==> config.mk <==
export PLATFORM = sky130hd
export DESIGN_NAME = string_escape_decoder
export DESIGN_NICKNAME = d
export VERILOG_FILES = /design/src/sv/sed_pkg.sv /design/src/sv/sed_decode.sv /design/src/sv/sed_result_queue.sv /design/src/sv/string_escape_decoder.sv
export SDC_FILE = /design/constraint.sdc
export NUM_CORES = 1
export LEC_CHECK = 0
export ABC_CLOCK_PERIOD_IN_PS = 9300
export BUFFER_PORTS_ARGS = -buffer_cell sky130_fd_sc_hd__buf_2
export CAP_MARGIN = 20
export CORE_MARGIN = 2
export CORE_UTILIZATION = 38
export DETAILED_ROUTE_END_ITERATION = 10
export PLACE_DENSITY = 0.66
export SYNTH_ARGS = -nofsm -noshare
export SYNTH_HDL_FRONTEND = slang
export SYNTH_SLANG_ARGS = --single-unit
==> constraint.sdc <==
create_clock -name clk -period 9.3 [get_ports clk]
set_clock_uncertainty 0.05 [all_clocks]
set_input_delay 0 -clock clk [delete_from_list [all_inputs] [get_ports clk]]
set_output_delay 0 -clock clk [all_outputs]
set_load 0.05 [all_outputs]
==> src/sv/sed_pkg.sv <==
// Package: shared types and constants of the string escape decoder.
package sed_pkg;

    // Decoder mode codes
    typedef enum logic [1:0] {
        MODE_NORMAL = 2'd0,
        MODE_ESCAPE = 2'd1,
        MODE_OCTAL  = 2'd2
    } mode_t;

    // Character constants
    localparam logic [7:0] CH_BACKSLASH = 8'h5C;
    localparam logic [7:0] CH_ZERO      = 8'h30;
    localparam logic [7:0] CH_SEVEN     = 8'h37;
    localparam logic [7:0] CH_E         = 8'h65;
    localparam logic [7:0] CH_T         = 8'h74;
    localparam logic [7:0] CH_N         = 8'h6E;
    localparam logic [7:0] CH_R         = 8'h72;
    localparam logic [7:0] CH_ESC       = 8'h1B;
    localparam logic [7:0] CH_TAB       = 8'h09;
    localparam logic [7:0] CH_LF        = 8'h0A;
    localparam logic [7:0] CH_CR        = 8'h0D;

    // Octal value holds at most four digits, leading zero included
    localparam logic [2:0] OCTAL_MAX_DIGITS = 3'd4;

    // Result queue geometry
    localparam int Q_DEPTH = 4;
    localparam int Q_PTR_W = 2;
    localparam int Q_CNT_W = 3;

    // One result word
    typedef struct packed {
        logic [7:0] char_out;
        logic       char_valid;
        logic       end_of_string;
    } result_t;

    // Results produced by one decoded byte
    typedef struct packed {
        logic [1:0]       cnt;
        result_t [1:0]    res;
    } dec_out_t;

endpackage

==> src/sv/sed_decode.sv <==
// Escape decode logic and decoder state registers.
module sed_decode
    import sed_pkg::*;
(
    input  logic       clk,
    input  logic       rst_n,
    input  logic       fire,
    input  logic [7:0] byte_in,
    input  logic       last_byte,
    output dec_out_t   dec_out
);

    mode_t      mode_reg;
    mode_t      mode_next;
    logic [7:0] accum_reg;
    logic [7:0] accum_next;
    logic [2:0] digits_reg;
    logic [2:0] digits_next;

    logic [7:0] accum_calc;
    logic [2:0] digits_calc;
    logic       is_octal;
    logic [1:0] cnt;
    logic [1:0] cnt_m1;
    result_t [1:0] res;

    assign is_octal    = (byte_in >= CH_ZERO) && (byte_in <= CH_SEVEN);
    assign accum_calc  = {accum_reg[4:0], 3'b000} + {5'b00000, byte_in[2:0]};
    assign digits_calc = digits_reg + 3'd1;

    // Decode one byte into up to two results and the next state
    always_comb
    begin
        mode_next   = mode_reg;
        accum_next  = accum_reg;
        digits_next = digits_reg;
        cnt         = 2'd0;
        res         = '0;
        cnt_m1      = 2'd0;

        case (mode_reg)
            MODE_ESCAPE:
            begin
                mode_next = MODE_NORMAL;
                case (byte_in)
                    CH_E:         begin res[0] = '{CH_ESC, 1'b1, 1'b0};       cnt = 2'd1; end
                    CH_T:         begin res[0] = '{CH_TAB, 1'b1, 1'b0};       cnt = 2'd1; end
                    CH_N:         begin res[0] = '{CH_LF, 1'b1, 1'b0};        cnt = 2'd1; end
                    CH_R:         begin res[0] = '{CH_CR, 1'b1, 1'b0};        cnt = 2'd1; end
                    CH_BACKSLASH: begin res[0] = '{CH_BACKSLASH, 1'b1, 1'b0}; cnt = 2'd1; end
                    CH_ZERO:
                    begin
                        mode_next   = MODE_OCTAL;
                        accum_next  = 8'd0;
                        digits_next = 3'd1;
                    end
                    default:      begin res[0] = '{byte_in, 1'b1, 1'b0};      cnt = 2'd1; end
                endcase
            end
            MODE_OCTAL:
            begin
                if (is_octal && (digits_reg < OCTAL_MAX_DIGITS))
                begin
                    if (digits_calc >= OCTAL_MAX_DIGITS)
                    begin
                        // Fourth digit completes the value
                        res[0]      = '{accum_calc, 1'b1, 1'b0};
                        cnt         = 2'd1;
                        mode_next   = MODE_NORMAL;
                        accum_next  = 8'd0;
                        digits_next = 3'd0;
                    end
                    else
                    begin
                        accum_next  = accum_calc;
                        digits_next = digits_calc;
                    end
                end
                else
                begin
                    // Close the pending value, then treat the byte as normal
                    res[0]      = '{accum_reg, 1'b1, 1'b0};
                    cnt         = 2'd1;
                    accum_next  = 8'd0;
                    digits_next = 3'd0;
                    if (byte_in == CH_BACKSLASH)
                    begin
                        mode_next = MODE_ESCAPE;
                    end
                    else
                    begin
                        mode_next = MODE_NORMAL;
                        res[1]    = '{byte_in, 1'b1, 1'b0};
                        cnt       = 2'd2;
                    end
                end
            end
            default:
            begin
                if (byte_in == CH_BACKSLASH)
                begin
                    mode_next = MODE_ESCAPE;
                end
                else
                begin
                    mode_next = MODE_NORMAL;
                    res[0]    = '{byte_in, 1'b1, 1'b0};
                    cnt       = 2'd1;
                end
            end
        endcase

        // Flush pending state on the final byte
        if (last_byte)
        begin
            if (mode_next == MODE_OCTAL)
            begin
                res[cnt[0]] = '{accum_next, 1'b1, 1'b0};
                cnt         = cnt + 2'd1;
            end
            if (cnt == 2'd0)
            begin
                res[0] = '{8'd0, 1'b0, 1'b0};
                cnt    = 2'd1;
            end
            cnt_m1 = cnt - 2'd1;
            res[cnt_m1[0]].end_of_string = 1'b1;
            mode_next   = MODE_NORMAL;
            accum_next  = 8'd0;
            digits_next = 3'd0;
        end
    end

    assign dec_out.cnt = cnt;
    assign dec_out.res = res;

    // Advance state on each decoded byte
    always_ff @(posedge clk or negedge rst_n)
    begin
        if (!rst_n)
        begin
            mode_reg   <= MODE_NORMAL;
            accum_reg  <= 8'd0;
            digits_reg <= 3'd0;
        end
        else if (fire)
        begin
            mode_reg   <= mode_next;
            accum_reg  <= accum_next;
            digits_reg <= digits_next;
        end
    end

    // A final byte always yields at least one result
    a_last_has_result: assert property (@(posedge clk) disable iff (!rst_n)
        (fire && last_byte) |-> (cnt != 2'd0))
        else $error("final byte produced no result");

endmodule

==> src/sv/sed_result_queue.sv <==
// Result queue: takes up to two result words per cycle, delivers one per cycle while m_tready is high.
module sed_result_queue
    import sed_pkg::*;
(
    input  logic     clk,
    input  logic     rst_n,
    input  logic     push,
    input  dec_out_t dec_out,
    output logic     space_ok,
    output logic     m_tvalid,
    input  logic     m_tready,
    output result_t  m_word
);

    result_t              mem [Q_DEPTH];
    logic [Q_PTR_W-1:0]   wr_ptr_reg;
    logic [Q_PTR_W-1:0]   wr_ptr_next;
    logic [Q_PTR_W-1:0]   rd_ptr_reg;
    logic [Q_PTR_W-1:0]   rd_ptr_next;
    logic [Q_CNT_W-1:0]   count_reg;
    logic [Q_CNT_W-1:0]   count_next;
    logic [1:0]           push_cnt;
    logic                 pop;

    assign push_cnt    = push ? dec_out.cnt : 2'd0;
    assign pop         = m_tvalid && m_tready;
    assign space_ok    = (count_reg <= Q_CNT_W'(Q_DEPTH - 2));
    assign m_tvalid    = (count_reg != '0);
    assign m_word      = mem[rd_ptr_reg];
    assign wr_ptr_next = wr_ptr_reg + Q_PTR_W'(push_cnt);
    assign rd_ptr_next = rd_ptr_reg + Q_PTR_W'(pop);
    assign count_next  = count_reg + Q_CNT_W'(push_cnt) - Q_CNT_W'(pop);

    // Store incoming words
    always_ff @(posedge clk)
    begin
        if (push_cnt != 2'd0)
        begin
            mem[wr_ptr_reg] <= dec_out.res[0];
        end
        if (push_cnt == 2'd2)
        begin
            mem[wr_ptr_reg + Q_PTR_W'(1)] <= dec_out.res[1];
        end
    end

    // Advance pointers and fill count
    always_ff @(posedge clk or negedge rst_n)
    begin
        if (!rst_n)
        begin
            wr_ptr_reg <= '0;
            rd_ptr_reg <= '0;
            count_reg  <= '0;
        end
        else
        begin
            wr_ptr_reg <= wr_ptr_next;
            rd_ptr_reg <= rd_ptr_next;
            count_reg  <= count_next;
        end
    end

    a_no_overflow: assert property (@(posedge clk) disable iff (!rst_n)
        count_reg <= Q_CNT_W'(Q_DEPTH))
        else $error("result queue overflow");

    a_push_has_room: assert property (@(posedge clk) disable iff (!rst_n)
        (push_cnt != 2'd0) |-> space_ok)
        else $error("push without room");

    a_double_push: assert property (@(posedge clk) disable iff (!rst_n)
        (push_cnt == 2'd2 && !pop) |=> (count_reg == $past(count_reg) + Q_CNT_W'(2)))
        else $error("double push lost a word");

endmodule

==> src/sv/string_escape_decoder.sv <==
// A byte accepted at an edge is held in the input register, decoded once the queue has room, and
// queued; its first result then shows on m_tvalid and a second result, if any, follows.
// Throughput: one byte per cycle, set by the single decode stage and a four-word
// result queue that admits a byte whenever two words are free.
// Reset: rst_n clears the input stage, decoder mode and octal state, and the queue.
module string_escape_decoder
    import sed_pkg::*;
(
    input  logic       clk,
    input  logic       rst_n,
    input  logic       s_tvalid,
    output logic       s_tready,
    input  logic [7:0] s_tdata,   // [7:0] byte_in
    input  logic       s_tlast,   // last_byte
    output logic       m_tvalid,
    input  logic       m_tready,
    output logic [7:0] m_tdata,   // [7:0] char_out
    output logic       m_tuser,   // char_valid
    output logic       m_tlast    // end_of_string
);

    logic       in_vld_reg;
    logic [7:0] in_byte_reg;
    logic       in_last_reg;
    logic       space_ok;
    logic       fire;
    dec_out_t   dec_out;
    result_t    m_word;

    // Decode the held word once the queue has room for two results
    assign fire     = in_vld_reg && space_ok;
    assign s_tready = !in_vld_reg || space_ok;

    // Hold the input word
    always_ff @(posedge clk or negedge rst_n)
    begin
        if (!rst_n)
        begin
            in_vld_reg <= 1'b0;
        end
        else if (s_tready)
        begin
            in_vld_reg <= s_tvalid;
        end
    end

    always_ff @(posedge clk)
    begin
        if (s_tready && s_tvalid)
        begin
            in_byte_reg <= s_tdata;
            in_last_reg <= s_tlast;
        end
    end

    sed_decode u_decode (
        .clk       (clk),
        .rst_n     (rst_n),
        .fire      (fire),
        .byte_in   (in_byte_reg),
        .last_byte (in_last_reg),
        .dec_out   (dec_out)
    );

    sed_result_queue u_queue (
        .clk      (clk),
        .rst_n    (rst_n),
        .push     (fire),
        .dec_out  (dec_out),
        .space_ok (space_ok),
        .m_tvalid (m_tvalid),
        .m_tready (m_tready),
        .m_word   (m_word)
    );

    assign m_tdata = m_word.char_out;
    assign m_tuser = m_word.char_valid;
    assign m_tlast = m_word.end_of_string;

endmodule

After elaboration in Yosys (flattened, before gate mapping)

Memories as Yosys holds them, arrays and structs flattened.
Index checks and enable logic that the tools add are counted.

Output and inout bits: 12
Memories: 1
Bits in writable memories: 40
Register bits after elaboration: 30
Input port bits: 13
Logic and storage cells: 103

Memories:

| memory      | words | bits a word | read ports | clocked after memory_dff | wr ports | line                   | source |
|---|---|---|---|---|---|---|---|
| u_queue.mem | 4     | 10          | 1          | 0                        | 2        | sed_result_queue.sv:15 | `result_t mem [Q_DEPTH];` |

Eq/ne operators: 11
$lt $le $gt $ge: 9
Mux-type cells: 50
Add/sub/neg operators: 9
Reductions and logical operators: 14

Operators by type and width:

| cell                                                                              | number |
|---|---|
| 10-bit two-way mux                                                                | 8 |
| 20-bit two-way mux                                                                | 3 |
| 10-bit case mux with 6 select lines                                               | 1 |
| 20-bit bitwise mux                                                                | 2 |
| 8-bit by 7-bit == test with 1-bit output (second input constant)                  | 5 |
| 8-bit two-way mux                                                                 | 4 |
| 2-bit two-way mux                                                                 | 12 |
| 10-bit demux with 1-bit select                                                    | 2 |
| 10-bit case mux with 2 select lines                                               | 1 |
| 8-bit case mux with 2 select lines                                                | 1 |
| 3-bit two-way mux                                                                 | 4 |
| 1-bit two-way mux                                                                 | 9 |
| 8-bit by 3-bit adder with 8-bit output                                            | 1 |
| 8-bit by 6-bit == test with 1-bit output (second input constant)                  | 1 |
| 8-bit by 6-bit >= comparator with 1-bit output (second input constant)            | 1 |
| 8-bit by 6-bit less-or-equal comparator with 1-bit output (second input constant) | 1 |
| 2-bit case mux with 2 select lines                                                | 2 |
| 1-bit logical AND                                                                 | 7 |
| 2-bit == test (second input constant)                                             | 3 |
| 3-bit case mux with 2 select lines                                                | 1 |
| 3-bit nonzero test                                                                | 2 |
| 2-bit by 1-bit adder with 2-bit output (second input constant)                    | 2 |
| 1-bit by 2-bit < comparator with 1-bit output (second input constant)             | 2 |
| 3-bit by 1-bit adder with 3-bit output (second input constant)                    | 1 |
| other kinds (16)                                                                  | 17 |

Longest topological paths before layout

Depth after elaboration: 18
Gate-level depth with buffers: 15
Depth with buffers taken out: 14

Hierarchy

A second synthesis with hierarchy kept.

Cell total of the unflattened synthesis: 358
Area total of the unflattened synthesis: 4,366.7 µm²

Modules (own cells, without submodules):

| module                | area each (µm²) | times used | cells each |
|---|---|---|---|
| sed_result_queue      | 2,439.8         | 1          | 142 |
| sed_decode            | 1,596.5         | 1          | 202 |
| string_escape_decoder | 330.3           | 1          | 14 |

Least setup slack after synthesis

No wires, ideal clock.

Path type: register to register
Start: register u_decode.digits_reg[0]
End: register u_queue.count_reg[2]
Setup slack: 6.119 ns
Data required time: 9.127 ns
Stages on the path, launching flop included: 15
Buffers on the path: 1
Data arrival time: 3.008 ns
Clock period less this slack: 3.181 ns
Cells stage by stage: dfrtp_1 > ha_1 > clkbuf_1 > nor4_2 > a21boi_1 > a21boi_1 > o21ai_2 > mux2i_1 > a21oi_1 > nor2_1 > ha_1 > inv_1 > fa_1 > xor2_1 > xnor2_1

Longest elaborated chain between the ends: 15

RTL lines:

| element                                                                 | line                                 | source |
|---|---|---|
| from (decl)                                                             | sed_decode.sv:17                     | `logic [2:0] digits_reg;` |
| from (signal assigned)                                                  | sed_decode.sv:150                    | `digits_reg <= digits_next;` |
| 3-bit by 1-bit adder with 3-bit output                                  | sed_decode.sv:29                     | `assign digits_calc = digits_reg + 3'd1;` |
| 3-bit >= comparator                                                     | sed_decode.sv:64                     | `if (digits_calc >= OCTAL_MAX_DIGITS)` |
| 1-bit two-way mux or 2-bit two-way mux (tied branches)                  | sed_decode.sv:64                     |  |
| 2-bit two-way mux                                                       | sed_decode.sv:62                     | `if (is_octal && (digits_reg < OCTAL_MAX_DIGITS))` |
| 2-bit case mux with 2 select lines                                      | sed_decode.sv:41                     | `case (mode_reg)` |
| 2-bit by 1-bit adder with 2-bit output or 2-bit == test (tied branches) | sed_decode.sv:119, sed_decode.sv:116 |  |
| 2-bit two-way mux                                                       | sed_decode.sv:116                    | `if (mode_next == MODE_OCTAL)` |
| 2-bit two-way mux                                                       | sed_decode.sv:114                    | `if (last_byte)` |
| 2-bit zero test                                                         | sed_decode.sv:121                    | `if (cnt == 2'd0)` |
| 2-bit two-way mux                                                       | sed_decode.sv:121                    |  |
| 2-bit two-way mux                                                       | sed_decode.sv:114                    |  |
| 2-bit two-way mux *                                                     | sed_decode.sv:114                    |  |
| 2-bit two-way mux *                                                     | sed_result_queue.sv:25               | `assign push_cnt = push ? dec_out.cnt : 2'd0;` |
| 3-bit by 2-bit adder with 3-bit output *                                | sed_result_queue.sv:32               | `assign count_next = count_reg + Q_CNT_W'(push_cnt) - Q_CNT_W'(pop);` |
| 3-bit by 1-bit subtractor with 3-bit output *                           | sed_result_queue.sv:32               |  |
| named net u_queue.count_next[2]                                         | sed_result_queue.sv:21               | `logic [Q_CNT_W-1:0] count_next;` |
| to (signal assigned)                                                    | sed_result_queue.sv:60               | `count_reg <= count_next;` |
| to (decl)                                                               | sed_result_queue.sv:20               | `logic [Q_CNT_W-1:0] count_reg;` |

The timed path passes the listed nets; every way through them passes the cells marked *. The select of a mux whose other input is x is not followed.
A chain may end at the register's enable or synchronous reset.

==> results by group <==
Setup path
  – Worst Path Required: about 9 ns
  – CP Launch Type: register
  – Crit path from: u_decode.mode_reg[0]
  – Max stage delay on crit path: just over 0.8 ns
  – R2R Path Start: u_decode.mode_reg[0]
  – Reg2reg setup slack: slightly above 5 ns
  – Worst r2r dst: u_queue.mem[2][3]
  – Worst r2r path cells: 9
  – Crit-path max FO: 14
  – Kind of critical path: reg -> reg
  – CP Buf/Inv Count: 1
  – CP arrival: about 4.1 ns
  – Slowest CP cell: nor3_2
  – Critical Path End: u_queue.mem[2][3]
  – Levels on crit path: 9
  – Worst path cell trace: inv_1 > ha_1 > nor2b_1 > nand4_1 > a221oi_4 > o2111ai_1 > a21boi_4 > nor3_2 > a21o_1
  – CP delay by family, top: simple AND/OR/NAND/NOR gates
  – Worst setup EP type: register

Detailed routing
  – Via/cell ratio: between 5 and 6
  – Total Wirelength: between 10000 and 15000 µm
  – Via count: 3131
  – Routed len/inst: about 19 µm
  – Number of DRC markers in iteration 0: ~270
  – TritonRoute pass-1 iters: 5
  – # DRC: 0
  – Detail Route Antenna Nets: 0

Logic synthesis
  – Top-count cell post-synth: edfxtp_1
  – Mux contribution to synthesized area: ~15%
  – Async set-reset flop share out of synthesis: between 30% and 40%
  – Post-synth top area share: 34.4%
  – Synth Area in XOR/XNOR: under 10%
  – Dominant cells by area after synthesis: edfxtp_1 (34%), dfrtp_1 (12%), mux2i_1 (6.1%)
  – Synth Area in Simple Gates: approximately 14%
  – Ys Warns: 0
  – Unique masters post-synth: roughly 70
  – Main combinational cell family by area after synthesis: compound AO/OA/AOI/OAI gates
  – Dominant cell type by area after synthesis: edfxtp_1
  – Sequential area share after synthesis: ~47%
  – Top_reg_cell synth: edfxtp_1
  – Number of flops mapped to enable cells by yosys: 49
  – Adder-cell share of the synthesized area: around 2.8%
  – Netlist Area Pre-Place: approximately 0.0043 mm²
  – Compound-cell area share of the yosys netlist: approximately 16%
  – Syn Area/Cell: between 10 and 15 µm²
  – Post-synth net total: ~380
  – Synth Instances: 360
  – Post-synthesis sequential element count: 70
  – Most frequent cells after synthesis: edfxtp_1 (49), mux2i_1 (26), dfrtp_1 (21), nand2_1 (21), o21ai_0 (18)

Outcome
  – Status: complete, no violations

STA
  – Slew @ Worst Pin: slightly below 1 ns
  – Period utilization: between 40% and 50%
  – Fin crit period: 4.14 ns
  – Final WS setup: between 5 and 6 ns
  – Hold slack final: 0.0712 ns
  – Fin Setup TNS: 0 ns
  – Relative slew slack: approximately 34%
  – Hold Vio Cnt, Final: 0
  – Max Clk Rate: approximately 240 MHz
  – Setup-failing EPs final: 0
  – RSZ-0062 raised after global routing: no
  – Slew Viols, Final: 0

CTS
  – CTS Buf Count: 9
  – Clock Sinks: 70
  – Clock-pin transition on the worst setup and hold timing paths: ~0.090 ns
  – Number of H-tree levels: 3
  – CTS tree: built
  – Clock root buffer: clkbuf_8
  – Clock latency on the worst-skew pair: around 0.37 ns
  – Clock Tree Buf Depth: 2
  – Post-CTS Setup Bufs: 0

Global route
  – GRT Overall Usage: 18.5%
  – Routing usage on met1: about a quarter
  – Grt total ovfl: 0
  – Largest net degree at the start of global routing: 22
  – Vias in the first global route: roughly 3100
  – Met2 Use GR: 28.6%
  – First-pass GRT wire length: about 17000 µm
  – GRT met3 Usage: roughly 3.4%
  – Initial antenna violation count: 0
  – Busiest layer in global routing: met2

Power
  – Part of the power in registers: between 40% and 50%
  – Worst ir drop on vdd: ~0.18 mV
  – P_sw: 475 µW
  – LEAKAGE: roughly 0.0017 µW
  – Power Dens Cells: about 240 mW/mm²
  – Clk network pwr share: 21.7%
  – Tot Pwr: about 1200 µW
  – Comb power frac: between 30% and 40%
  – Sw Ratio: between 40% and 50%
  – P_int: a little under 700 µW

Placement
  – GPL Wtd Cong: just over 0.9
  – PortBufs: 24
  – Place WS: between 5 and 6 ns
  – Hpwl dp: around 7400 µm

Die
  – Top Ports: 25
  – Die ar.: ~0.012 mm²
  – Die Y: 110 µm
  – Die Span X: 110 µm
  – Core area: 0.0109 mm²
  – Row count: 38
  – Initial Utilization: between 30% and 40%

Run
  – Max-cap violations: 0

Layout
  – Share of cells above drive strength 1: about 17%
  – Nets@finish: around 410
  – Max reg flops: 40
  – Synth-to-layout area growth: 11.8%
  – Ant diodes: 0
  – Filler cells: between 1000 and 1500

Hold path
  – Hold crit path type: in -> async
power groups by stage:
stage,clock network [µW],logic [µW],registers (µW)
finish,253,422,489
global route,266,464,501
CTS,256,427,491
detailed placement,0,422,498
global placement,0,414,494
floorplan,0,389,434
metal layers:
layer	vias to the layer above	routed length, µm
met3	25	523
met4	0	254
met1	1537	4740
li1	1462	-
met5	-	0
met2	107	4710
layout by cell type (no fill, tap or decap), types with 3 or more instances in the layout:
cell	netlist	final
inv_1	12	12
xnor2_1	3	3
nand2_1	21	21
dlygate4sd3_1	0	12
nand3_1	13	13
dfrtp_1	21	21
and2_1	5	5
mux2_1	9	9
xor2_1	3	3
edfxtp_1	49	49
mux2_4	3	3
a22o_1	16	16
ha_1	8	8
nand3b_1	3	3
nor2_1	16	16
o22ai_1	4	4
o21a_1	4	4
mux2i_1	26	26
nand2b_1	5	5
clkbuf_8	0	9
a22oi_1	8	8
buf_2	3	24
nor3_1	5	5
a21oi_1	15	15
mux4_2	10	10
and3_1	4	4
nor2b_1	5	5
o21ai_0	18	18
nor4_4	3	3
stage by stage:
step | cells | util (%) | cell area, µm²
after floorplan | 360 | - | 4270
after global placement | 503 | 41.0 | 4460
after detailed placement | 503 | 41.0 | 4460
after CTS | 531 | 43.9 | 4780
after global routing | 531 | 43.9 | 4780
final | 531 | 43.9 | 4780
worst min-delay path by stage:
| stage | start | to | slack [ns] |
|---|---|---|---|
| after floorplan | rst_n | in_vld_reg | -0.35 |
| after global placement | rst_n | in_vld_reg | -0.07 |
| after detailed placement | rst_n | in_vld_reg | -0.06 |
| after CTS | rst_n | in_vld_reg | 0.09 |
| after global routing | rst_n | u_decode.accum_reg[2] | 0.14 |
| final | rst_n | u_decode.accum_reg[2] | 0.07 |
timing repair:
| action | in CTS | in global routing |
|---|---|---|
| resized for setup | 0 | 0 |
| hold endpoints to repair | 32 | 0 |
| hold buffers | 12 | 0 |
logic make-up (layout without fill, tap and decap cells):
logic type | after synthesis | in the layout
AO/OA/AOI/OAI | 94 | 94
XOR/XNOR | 6 | 6
adder cells (fa/ha/maj) | 9 | 9
buffers and inverters | 33 | 64
flip-flops | 70 | 70
multiplexers | 50 | 50
AND/OR/NAND/NOR | 98 | 98
worst reg2reg max path, cell delays in order, from the launching register on:
cell and delay, ns:
dfrtp_1 0.40, inv_1 0.09, ha_1 0.47, nor2b_1 0.40
nand4_1 0.23, a221oi_4 0.43, o2111ai_1 0.23, a21boi_4 0.24
nor3_2 0.81, a21o_1 0.43
area by class of cell:
type                            count  area (µm²)  area share, %
Clock buffer                       10         128           2.67
Clock inverter                      6        67.6           1.41
Inverter                           12        45.0          0.943
Multi-Input combinational cell    257        2120           44.5
Sequential cell                    70        2000           41.8
Tap cell                          140         175           3.67
Timing Repair Buffer               36         240           5.03
Note: power is estimated with default switching activity, not from simulation.
